### src/design/pitched_sample_player_core_macros.svh
`ifndef PITCHED_SAMPLE_PLAYER_CORE_MACROS_SVH
`define PITCHED_SAMPLE_PLAYER_CORE_MACROS_SVH

// same-cycle implication
`define PSP_ASSERT_IMPL(lbl, clk, rst, ante, cons) \
   lbl: assert property (@(posedge clk) disable iff (rst) (ante) |-> (cons)) \
      else $error("psp assertion failed");

// next-cycle implication
`define PSP_ASSERT_NEXT(lbl, clk, rst, ante, cons) \
   lbl: assert property (@(posedge clk) disable iff (rst) (ante) |=> (cons)) \
      else $error("psp assertion failed");

`endif

### src/design/psp_pkg.sv
package psp_pkg;

   localparam int DEFAULT_SAMPLE_DEPTH = 2048;

   localparam int NOTE_W      = 7;
   localparam int COUNT_W     = 12;
   localparam int VOLUME_W    = 7;
   localparam int LOAD_ADDR_W = 11;
   localparam int SAMPLE_W    = 16;
   localparam int FRAC_W      = 16;
   localparam int STEP_W      = 21;
   localparam int SEMI_W      = 17;

   localparam int CSR_ADDR_W = 5;
   localparam int CSR_DATA_W = 32;

   localparam int QUEUE_DEPTH = 4;
   localparam int QPTR_W      = $clog2(QUEUE_DEPTH);

   // register indexes (paddr[4:2])
   localparam logic [2:0] CSR_TARGET_NOTE  = 3'd0;
   localparam logic [2:0] CSR_BASE_NOTE    = 3'd1;
   localparam logic [2:0] CSR_SAMPLE_COUNT = 3'd2;
   localparam logic [2:0] CSR_SOUND_ENABLE = 3'd3;
   localparam logic [2:0] CSR_VOLUME       = 3'd4;

   localparam logic [1:0] REQ_SAMPLE = 2'd0;
   localparam logic [1:0] REQ_BEAT   = 2'd1;
   localparam logic [1:0] REQ_LOAD   = 2'd2;

   typedef enum logic [1:0] {
      OP_SAMPLE,
      OP_RESTART,
      OP_LOAD
   } op_type;

   typedef enum logic {
      BK_FIRST,
      BK_SECOND
   } back_state_type;

   typedef struct packed {
      op_type                         op;
      logic [LOAD_ADDR_W-1:0]         load_address;
      logic signed [SAMPLE_W-1:0]     load_data;
   } queue_entry_type;

   typedef struct packed {
      logic [STEP_W-1:0]  step;
      logic [COUNT_W-1:0] eff_count;
   } play_cfg_type;

   function automatic logic [SEMI_W-1:0] semitone_q16(input logic [3:0] semi);
      logic [SEMI_W-1:0] v;
      case (semi)
         4'd0:    v = 17'd65536;
         4'd1:    v = 17'd69433;
         4'd2:    v = 17'd73562;
         4'd3:    v = 17'd77936;
         4'd4:    v = 17'd82570;
         4'd5:    v = 17'd87480;
         4'd6:    v = 17'd92682;
         4'd7:    v = 17'd98193;
         4'd8:    v = 17'd104032;
         4'd9:    v = 17'd110218;
         4'd10:   v = 17'd116772;
         4'd11:   v = 17'd123715;
         default: v = 17'd65536;
      endcase
      return v;
   endfunction

   // 2^((pitch-base)/12) in unsigned 5.16, octave shift clamped to four
   function automatic logic [STEP_W-1:0] pitch_step(input logic [NOTE_W-1:0] pitch,
                                                    input logic [NOTE_W-1:0] base);
      logic [8:0]        d;
      logic [16:0]       prod;
      logic [4:0]        q;
      logic [8:0]        rem;
      logic [4:0]        sh;
      logic [STEP_W-1:0] s;
      logic [STEP_W-1:0] r;
      d    = 9'(pitch) + 9'd132 - 9'(base);
      prod = 17'(d) * 17'd171;
      q    = prod[15:11];
      rem  = d - 9'(q) * 9'd12;
      s    = STEP_W'(semitone_q16(rem[3:0]));
      if (q > 5'd11) begin
         sh = q - 5'd11;
         if (sh > 5'd4) begin
            sh = 5'd4;
         end
         r = s << sh[2:0];
      end else begin
         sh = 5'd11 - q;
         if (sh > 5'd4) begin
            sh = 5'd4;
         end
         r = s >> sh[2:0];
      end
      return r;
   endfunction

endpackage

### src/design/psp_queue.sv
module psp_queue import psp_pkg::*; (
   input  logic            clock,
   input  logic            reset,
   input  logic            push,
   input  queue_entry_type push_entry,
   output logic            full,
   input  logic            pop,
   output queue_entry_type head,
   output logic            empty
);

   queue_entry_type   entries_ff [QUEUE_DEPTH];
   logic [QPTR_W-1:0] wr_ptr_ff, wr_ptr_in;
   logic [QPTR_W-1:0] rd_ptr_ff, rd_ptr_in;
   logic [QPTR_W:0]   count_ff, count_in;

   assign full  = count_ff == (QPTR_W+1)'(QUEUE_DEPTH);
   assign empty = count_ff == '0;
   assign head  = entries_ff[rd_ptr_ff];

   always_comb begin
      wr_ptr_in = wr_ptr_ff;
      rd_ptr_in = rd_ptr_ff;
      count_in  = count_ff;
      if (push) begin
         wr_ptr_in = wr_ptr_ff + 1'b1;
      end
      if (pop) begin
         rd_ptr_in = rd_ptr_ff + 1'b1;
      end
      if (push && !pop) begin
         count_in = count_ff + 1'b1;
      end else if (pop && !push) begin
         count_in = count_ff - 1'b1;
      end
   end

   always_ff @(posedge clock) begin
      if (reset) begin
         wr_ptr_ff <= '0;
         rd_ptr_ff <= '0;
         count_ff  <= '0;
      end else begin
         wr_ptr_ff <= wr_ptr_in;
         rd_ptr_ff <= rd_ptr_in;
         count_ff  <= count_in;
      end
   end

   always_ff @(posedge clock) begin
      if (push) begin
         entries_ff[wr_ptr_ff] <= push_entry;
      end
   end

endmodule

### config.mk
export PLATFORM = sky130hd
export DESIGN_NAME = psp_queue
export DESIGN_NICKNAME = d
export VERILOG_FILES = /design/src/design/pitched_sample_player_core_macros.svh /design/src/design/psp_pkg.sv /design/src/design/psp_queue.sv
export SDC_FILE = /design/constraint.sdc
export NUM_CORES = 1
export LEC_CHECK = 0
export BUFFER_PORTS_ARGS = -buffer_cell sky130_fd_sc_hd__buf_2
export CAP_MARGIN = 20
export CORE_ASPECT_RATIO = 1.2
export CORE_MARGIN = 10
export CORE_UTILIZATION = 51
export DETAILED_ROUTE_END_ITERATION = 10
export GPL_TIMING_DRIVEN = 0
export PLACE_DENSITY = 0.75
export SLEW_MARGIN = 15
export SYNTH_ARGS = -nofsm -noshare
export SYNTH_HDL_FRONTEND = slang
export SYNTH_SLANG_ARGS = --single-unit
### constraint.sdc
create_clock -name clock -period 1.9 [get_ports clock]
set_clock_uncertainty 0.1 [all_clocks]
set_input_delay 0.095 -clock clock [delete_from_list [all_inputs] [get_ports clock]]
set_output_delay 0.095 -clock clock [all_outputs]
set_load 0.03 [all_outputs]
==> impl_metrics.py, run 1 <==
metrics = {
    "logic_synthesis": {
        "syn_nets": 234,
        "netlist_area_um2": 4620,
        "ys_dominant_reg_cell": "edfxtp_1",
        "async_flop_share": 0,
        "syn_area_per_cell_um2": 23.7,
        "yosysWarnings": 0,
        "syn_inst": 195,
        "synth_top_area_cell": "edfxtp_1",
        "synth_top_cell_area_share": 0.754,
        "synth.area.top_cells": "edfxtp_1 75%, mux4_2 14%, dfxtp_1 3.9%",
        "synth_cell_types": 23,
        "synth.yosys.seq_area_share": 0.793,
        "synth_seq_cells": 125,
        "synth_edf_count": 116,
    },
    "placed_design": {
        "gp_congestion": 0.686,
        "io_buffers": 62,
        "dp_hpwl_um": 5060,
        "dp_cells": 381,
    },
    "global_routing": {
        "grt_first_pass_wirelength_um": 14800,
        "grt_pass1_vias": 2659,
        "globalRouteOverflowTotal": 0,
        "grt_max_degree": 26,
        "track_usage": 0.148,
        "antenna_found_initial": 0,
    },
    "sta": {
        "fmax_ghz": 0.492,
        "final.period_utilization": 1.07,
        "setup_viol": 29,
        "final_max_slew_viol_count": 0,
        "slew_headroom": 0.689,
        "worst_slew_pin_slew_ns": 0.466,
        "min_period_ns": 2.03,
        "fin_ws_ns": -0.134,
        "hold_violations": 0,
        "grt_setup_unrepaired": "yes",
    },
    "power": {
        "power_w": 0.00760,
        "power.density_nw_per_um2": 1180,
        "p_leak_nw": 2.32,
        "ir_drop_mv": 0.871,
    },
    "die": {
        "num_rows": 38,
        "dieHeight_um": 124,
        "die_x_um": 107,
        "pin_count": 64,
        "core_um2": 8940,
        "dieArea_um2": 13300,
        "start_util": 0.517,
    },
    "cts": {
        "clkTransAtPathRegs_ns": 0.06,
        "worstSkewPairLatency_ns": 0.50,
        "clock_sinks": 125,
        "cts_buffer_depth": 2,
        "cts-buffers-inserted": 17,
        "clockRootBuffer": "clkbuf_8",
        "cts_tree": "built",
        "htree_num_levels": 4,
    },
    "run_status": {
        "outcome": "finished with violations",
        "failed_checks": "negative setup slack",
    },
    "layout": {
        "nNetsFinal": 361,
        "area.growth.synth_to_final_pct": 40.0,
        "finalNonFillerCells": 454,
        "final_cell_mix": "116 x edfxtp_1, 34 x dlygate4sd3_1, 33 x buf_2, 33 x buf_6, 29 x mux4_2",
        "filler_cell_count": 550,
        "mostFrequentLayoutCell": "edfxtp_1",
        "antenna_cells": 0,
        "layout-drive-gt1-share": 0.434,
    },
    "setup_path": {
        "worstPathRequired_ns": 1.70,
        "crit_arrival_ns": 1.84,
        "crit_path_end_kind": "output pin",
        "cp-start-kind": "register",
        "path_max_fanout": 7,
        "crit_type": "reg2out",
    },
    "hold_path": {
        "hp-class": "in2reg",
    },
    "routing": {
        "dr.first_iter.drc_count": 82,
        "drcViolationCount": 0,
        "ant_nets": 0,
        "vias_per_cell": 5.17,
        "post_drt_wl_per_cell_um": 19.9,
        "vias": 2346,
        "routed_wl_um": 9030,
        "drtPass1Iterations": 4,
    },
    "flow_run": {
        "drv_cap": 0,
    },
}
==> final timing paths <==
check | startpoint | to | slack (ns) | cells after the start
max | register | head[10] | -0.13 | 4
min | push_entry[20] | entries_ff[2][20] | 0.24 | 2
max reg2reg | wr_ptr_ff[0] | wr_ptr_ff[1] | 0.13 | 5
min reg2reg | count_ff[2] | count_ff[2] | 0.41 | 2
==> metal layers <==
metal / vias to the layer above / part of all wire / GRT usage
met5: - / 0 / 0
li1: 1066 / - / -
met2: 68 / 0.54 / 0.240
met3: 10 / 0.047 / 0.0538
met4: 0 / 0.012 / 0.0543
met1: 1202 / 0.40 / 0.177
==> report_power, final <==
| group | switching [W] | total, W | internal, W |
|---|---|---|---|
| registers | 0.0000498 | 0.00321 | 0.00316 |
| clock network | 0.00117 | 0.00332 | 0.00215 |
| logic | 0.000545 | 0.00107 | 0.000528 |
| total | 0.00177 | 0.00760 | 0.00584 |
==> kinds of logic after synthesis <==
kind of cell | count (synthesis) | synth area share
xor+xnor | 5 | 0.00948
mux | 31 | 0.146
fa+ha+maj | 6 | 0.0179
simple gates | 15 | 0.0160
flops | 125 | 0.793
buf+inv | 11 | 0.0154
compound gates | 2 | 0.00216
==> critical path, cell delays in order (launching register included) <==
cell and delay (ns):
dfxtp_2 0.35, buf_12 0.15, buf_16 0.13, mux4_2 0.53, buf_6 0.16
==> Yosys cell counts, types with 2 or more instances <==
master      n
ha_1        5
inv_1       4
dfxtp_1     9
nor2_1      7
mux2i_1     2
buf_2       2
clkbuf_1    2
xnor2_1     2
xor2_1      3
mux4_2     28
and2_1      4
edfxtp_1  116
==> state kept, by name, indices dropped and copies added (netlist names), named ones only <==
name / cells
rd_ptr_ff: 2
count_ff: 3
wr_ptr_ff: 2
entries_ff: 116
==> stage by stage <==
| step | cell area, µm² | hold slack [ns] | worst slack [ns] | util | setup TNS [ns] |
|---|---|---|---|---|---|
| 5_1_grt | 6470 | 0.217 | -0.200 | 0.724 | -4.75 |
| 4_1_cts | 6440 | 0.212 | -0.149 | 0.721 | -3.61 |
| 3_3_place_gp | 5080 | 0.206 | -0.409 | 0.569 | -46.43 |
| 3_5_place_dp | 5170 | 0.210 | 0.228 | 0.579 | 0 |
| 2_1_floorplan | 4620 | 0.0939 | 0.147 | - | 0 |
| 6_report | 6470 | 0.236 | -0.134 | 0.724 | -2.77 |
==> area by class of cell <==
cell class / count / area, µm² / share of cell area
buffer: 7 / 83.8 / 0.0130
clock buffer: 17 / 414 / 0.0640
clock inverter: 14 / 209 / 0.0323
inverter: 4 / 15.0 / 0.00232
multi-input combinational: 59 / 888 / 0.137
sequential: 125 / 3660 / 0.566
tap: 120 / 150 / 0.0232
timing repair buffer: 108 / 1040 / 0.161
==> timing repair <==
action | CTS | global route
resized for setup | 73 | 0
pin swaps | 0 | 0
hold endpoints to repair | 125 | 0
cloned | 1 | 1
buffers inserted | 6 | 0
hold buffers | 34 | 0
endpoints found under the setup margin | 29 | 29
Power figures use the tool's default switching activity.
==> run 2: changes to the inputs <==
--- a/config.mk
+++ b/config.mk
@@ -12,7 +12,7 @@
 export CORE_UTILIZATION = 51
 export DETAILED_ROUTE_END_ITERATION = 10
 export GPL_TIMING_DRIVEN = 0
-export PLACE_DENSITY = 0.75
+export PLACE_DENSITY_LB_ADDON = 0.3
 export SLEW_MARGIN = 15
 export SYNTH_ARGS = -nofsm -noshare
 export SYNTH_HDL_FRONTEND = slang
==> impl_metrics.py, run 2 (same netlist as run 1, synthesis figures left out) <==
metrics = {
    "power": {
        "comb_power_share": 0.136,
        "swShare": 0.221,
        "power_switching_w": 0.00161,
        "seqPwrFrac": 0.439,
        "p_clk_frac": 0.425,
        "power.density_nw_per_um2": 1160,
        "p_leak_nw": 2.27,
        "internal_power_w": 0.00569,
        "ir_drop_mv": 0.710,
    },
    "layout": {
        "nNetsFinal": 358,
        "final_cell_mix": "116 x edfxtp_1, 43 x buf_2, 33 x dlygate4sd3_1, 29 x mux4_2, 22 x buf_6",
        "largest_reg_flops": 116,
        "post-route-util": 0.707,
        "mostFrequentLayoutCell": "edfxtp_1",
        "antenna_cells": 0,
        "area.growth.synth_to_final_pct": 36.7,
        "layout-drive-gt1-share": 0.425,
        "top_register": "entries_ff",
        "largestRegisters": "entries_ff: 116 flops, count_ff: 3 flops",
    },
    "die": {
        "num_rows": 38,
        "dieArea_um2": 13300,
        "start_util": 0.517,
        "die_x_um": 107,
        "pin_count": 64,
        "dieHeight_um": 124,
        "core_um2": 8940,
    },
    "cts": {
        "htree_num_levels": 4,
        "clock_sinks": 125,
        "clockRootBuffer": "clkbuf_8",
        "cts_buffer_depth": 2,
        "worstSkewPairLatency_ns": 0.51,
        "clkTransAtPathRegs_ns": 0.06,
        "cts_tree": "built",
        "cts-buffers-inserted": 17,
    },
    "sta": {
        "min_period_ns": 2.02,
        "final_max_slew_viol_count": 0,
        "fmax_ghz": 0.494,
        "final.period_utilization": 1.07,
        "worst_slew_pin_slew_ns": 0.464,
        "grt_setup_unrepaired": "yes",
        "hold_violations": 0,
        "setup_viol": 29,
        "slew_headroom": 0.690,
        "fin_ws_ns": -0.124,
    },
    "setup_path": {
        "cpLargestDelayFamily": "multiplexers",
        "path_max_fanout": 7,
        "crit_arrival_ns": 1.83,
        "slowest_stage": "mux4_2",
        "path_buf_inv": 3,
        "crit_type": "reg2out",
        "slowest_delay_ns": 0.52,
        "worstPathRequired_ns": 1.70,
        "crit_path_end_kind": "output pin",
        "cp-start-kind": "register",
        "cp_cell_sequence": "buf_8 -> buf_12 -> mux4_2 -> buf_6",
    },
    "global_routing": {
        "grt_max_degree": 21,
        "globalRouteOverflowTotal": 0,
        "track_usage": 0.138,
        "grt_first_pass_wirelength_um": 13800,
        "antenna_found_initial": 0,
        "grt_pass1_vias": 2612,
    },
    "placed_design": {
        "io_buffers": 62,
        "dp_hpwl_um": 5370,
        "pre_cts_ws_ns": 0.214,
        "gp_congestion": 0.669,
    },
    "routing": {
        "dr.first_iter.drc_count": 141,
        "drcViolationCount": 0,
        "post_drt_wl_per_cell_um": 19.4,
        "routed_wl_um": 8760,
        "ant_nets": 0,
        "vias": 2325,
        "drtPass1Iterations": 4,
        "vias_per_cell": 5.14,
    },
    "run_status": {
        "outcome": "finished with violations",
        "failed_checks": "negative setup slack",
    },
    "flow_run": {
        "drv_cap": 0,
    },
    "hold_path": {
        "hp-class": "in2reg",
    },
}
run 2: changes by cell type in the layout (fill, tap and decap cells not counted), sizes merged:
cell and change:
inv -5, buf -1, dlygate4sd3 -1, clkbuf +8, bufinv -2, clkinvlp -1
run 2: metal layers:
layer	GRT usage	wire length, µm	vias to the layer above
li1	-	-	1050
met1	0.147	3340	1204
met2	0.234	4870	61
met3	0.0445	436	10
met4	0.0766	110	0
met5	0	0	-
run 2: final timing paths:
kind / slack (ns) / cells past startpoint / to / start
worst max register to register: 0.30 / 3 / entries_ff[1][14] / wr_ptr_ff[0]
worst min-delay path: 0.23 / 2 / entries_ff[2][2] / push_entry[2]
worst max-delay path: -0.12 / 4 / head[7] / register
worst min register to register: 0.41 / 2 / count_ff[2] / count_ff[2]
run 2: timing repair:
item	CTS	global route
endpoints found under the hold margin	125	0
buffers inserted	5	0
cloned	1	0
resized for setup	48	0
setup endpoints to repair	29	29
hold buffers	33	0
run 2: final cells by class:
type | instances | area (µm²)
flip-flops and latches | 125 | 3660
fillers | 557 | 2620
repair buffers | 105 | 942
multi-input cells | 59 | 888
clock buffers | 26 | 508
well taps | 120 | 150
clock inverters | 6 | 80.1
plain buffers | 7 | 70.1
inverters | 4 | 15.0
run 2: power by group through the flow:
stage / Combinational (W) / Sequential, W / Clock (W)
final: 0.000992 / 0.00321 / 0.00310
after global routing: 0.00106 / 0.00322 / 0.00327
after CTS: 0.00101 / 0.00321 / 0.00316
after detailed placement: 0.000820 / 0.00326 / 0
after global placement: 0.000775 / 0.00326 / 0
after floorplan: 0.000550 / 0.00325 / 0
run 2: per-stage QoR:
step | hold WS [ns] | total power [W] | cells | setup TNS, ns | instance area (µm²)
finish | 0.235 | 0.00730 | 452 | -2.52 | 6320
global placement | 0.207 | 0.00403 | 377 | -44.72 | 5080
global route | 0.222 | 0.00755 | 452 | -4.52 | 6320
CTS | 0.210 | 0.00737 | 452 | -3.67 | 6320
detailed placement | 0.213 | 0.00408 | 381 | 0 | 5200
floorplan | 0.0939 | 0.00380 | 195 | 0 | 4620
run 2: worst reg2reg max path: stages, from the launching register on:
cell and delay [ns]:
dfxtp_1 0.39, ha_1 0.16, and2_2 0.44, buf_16 0.22
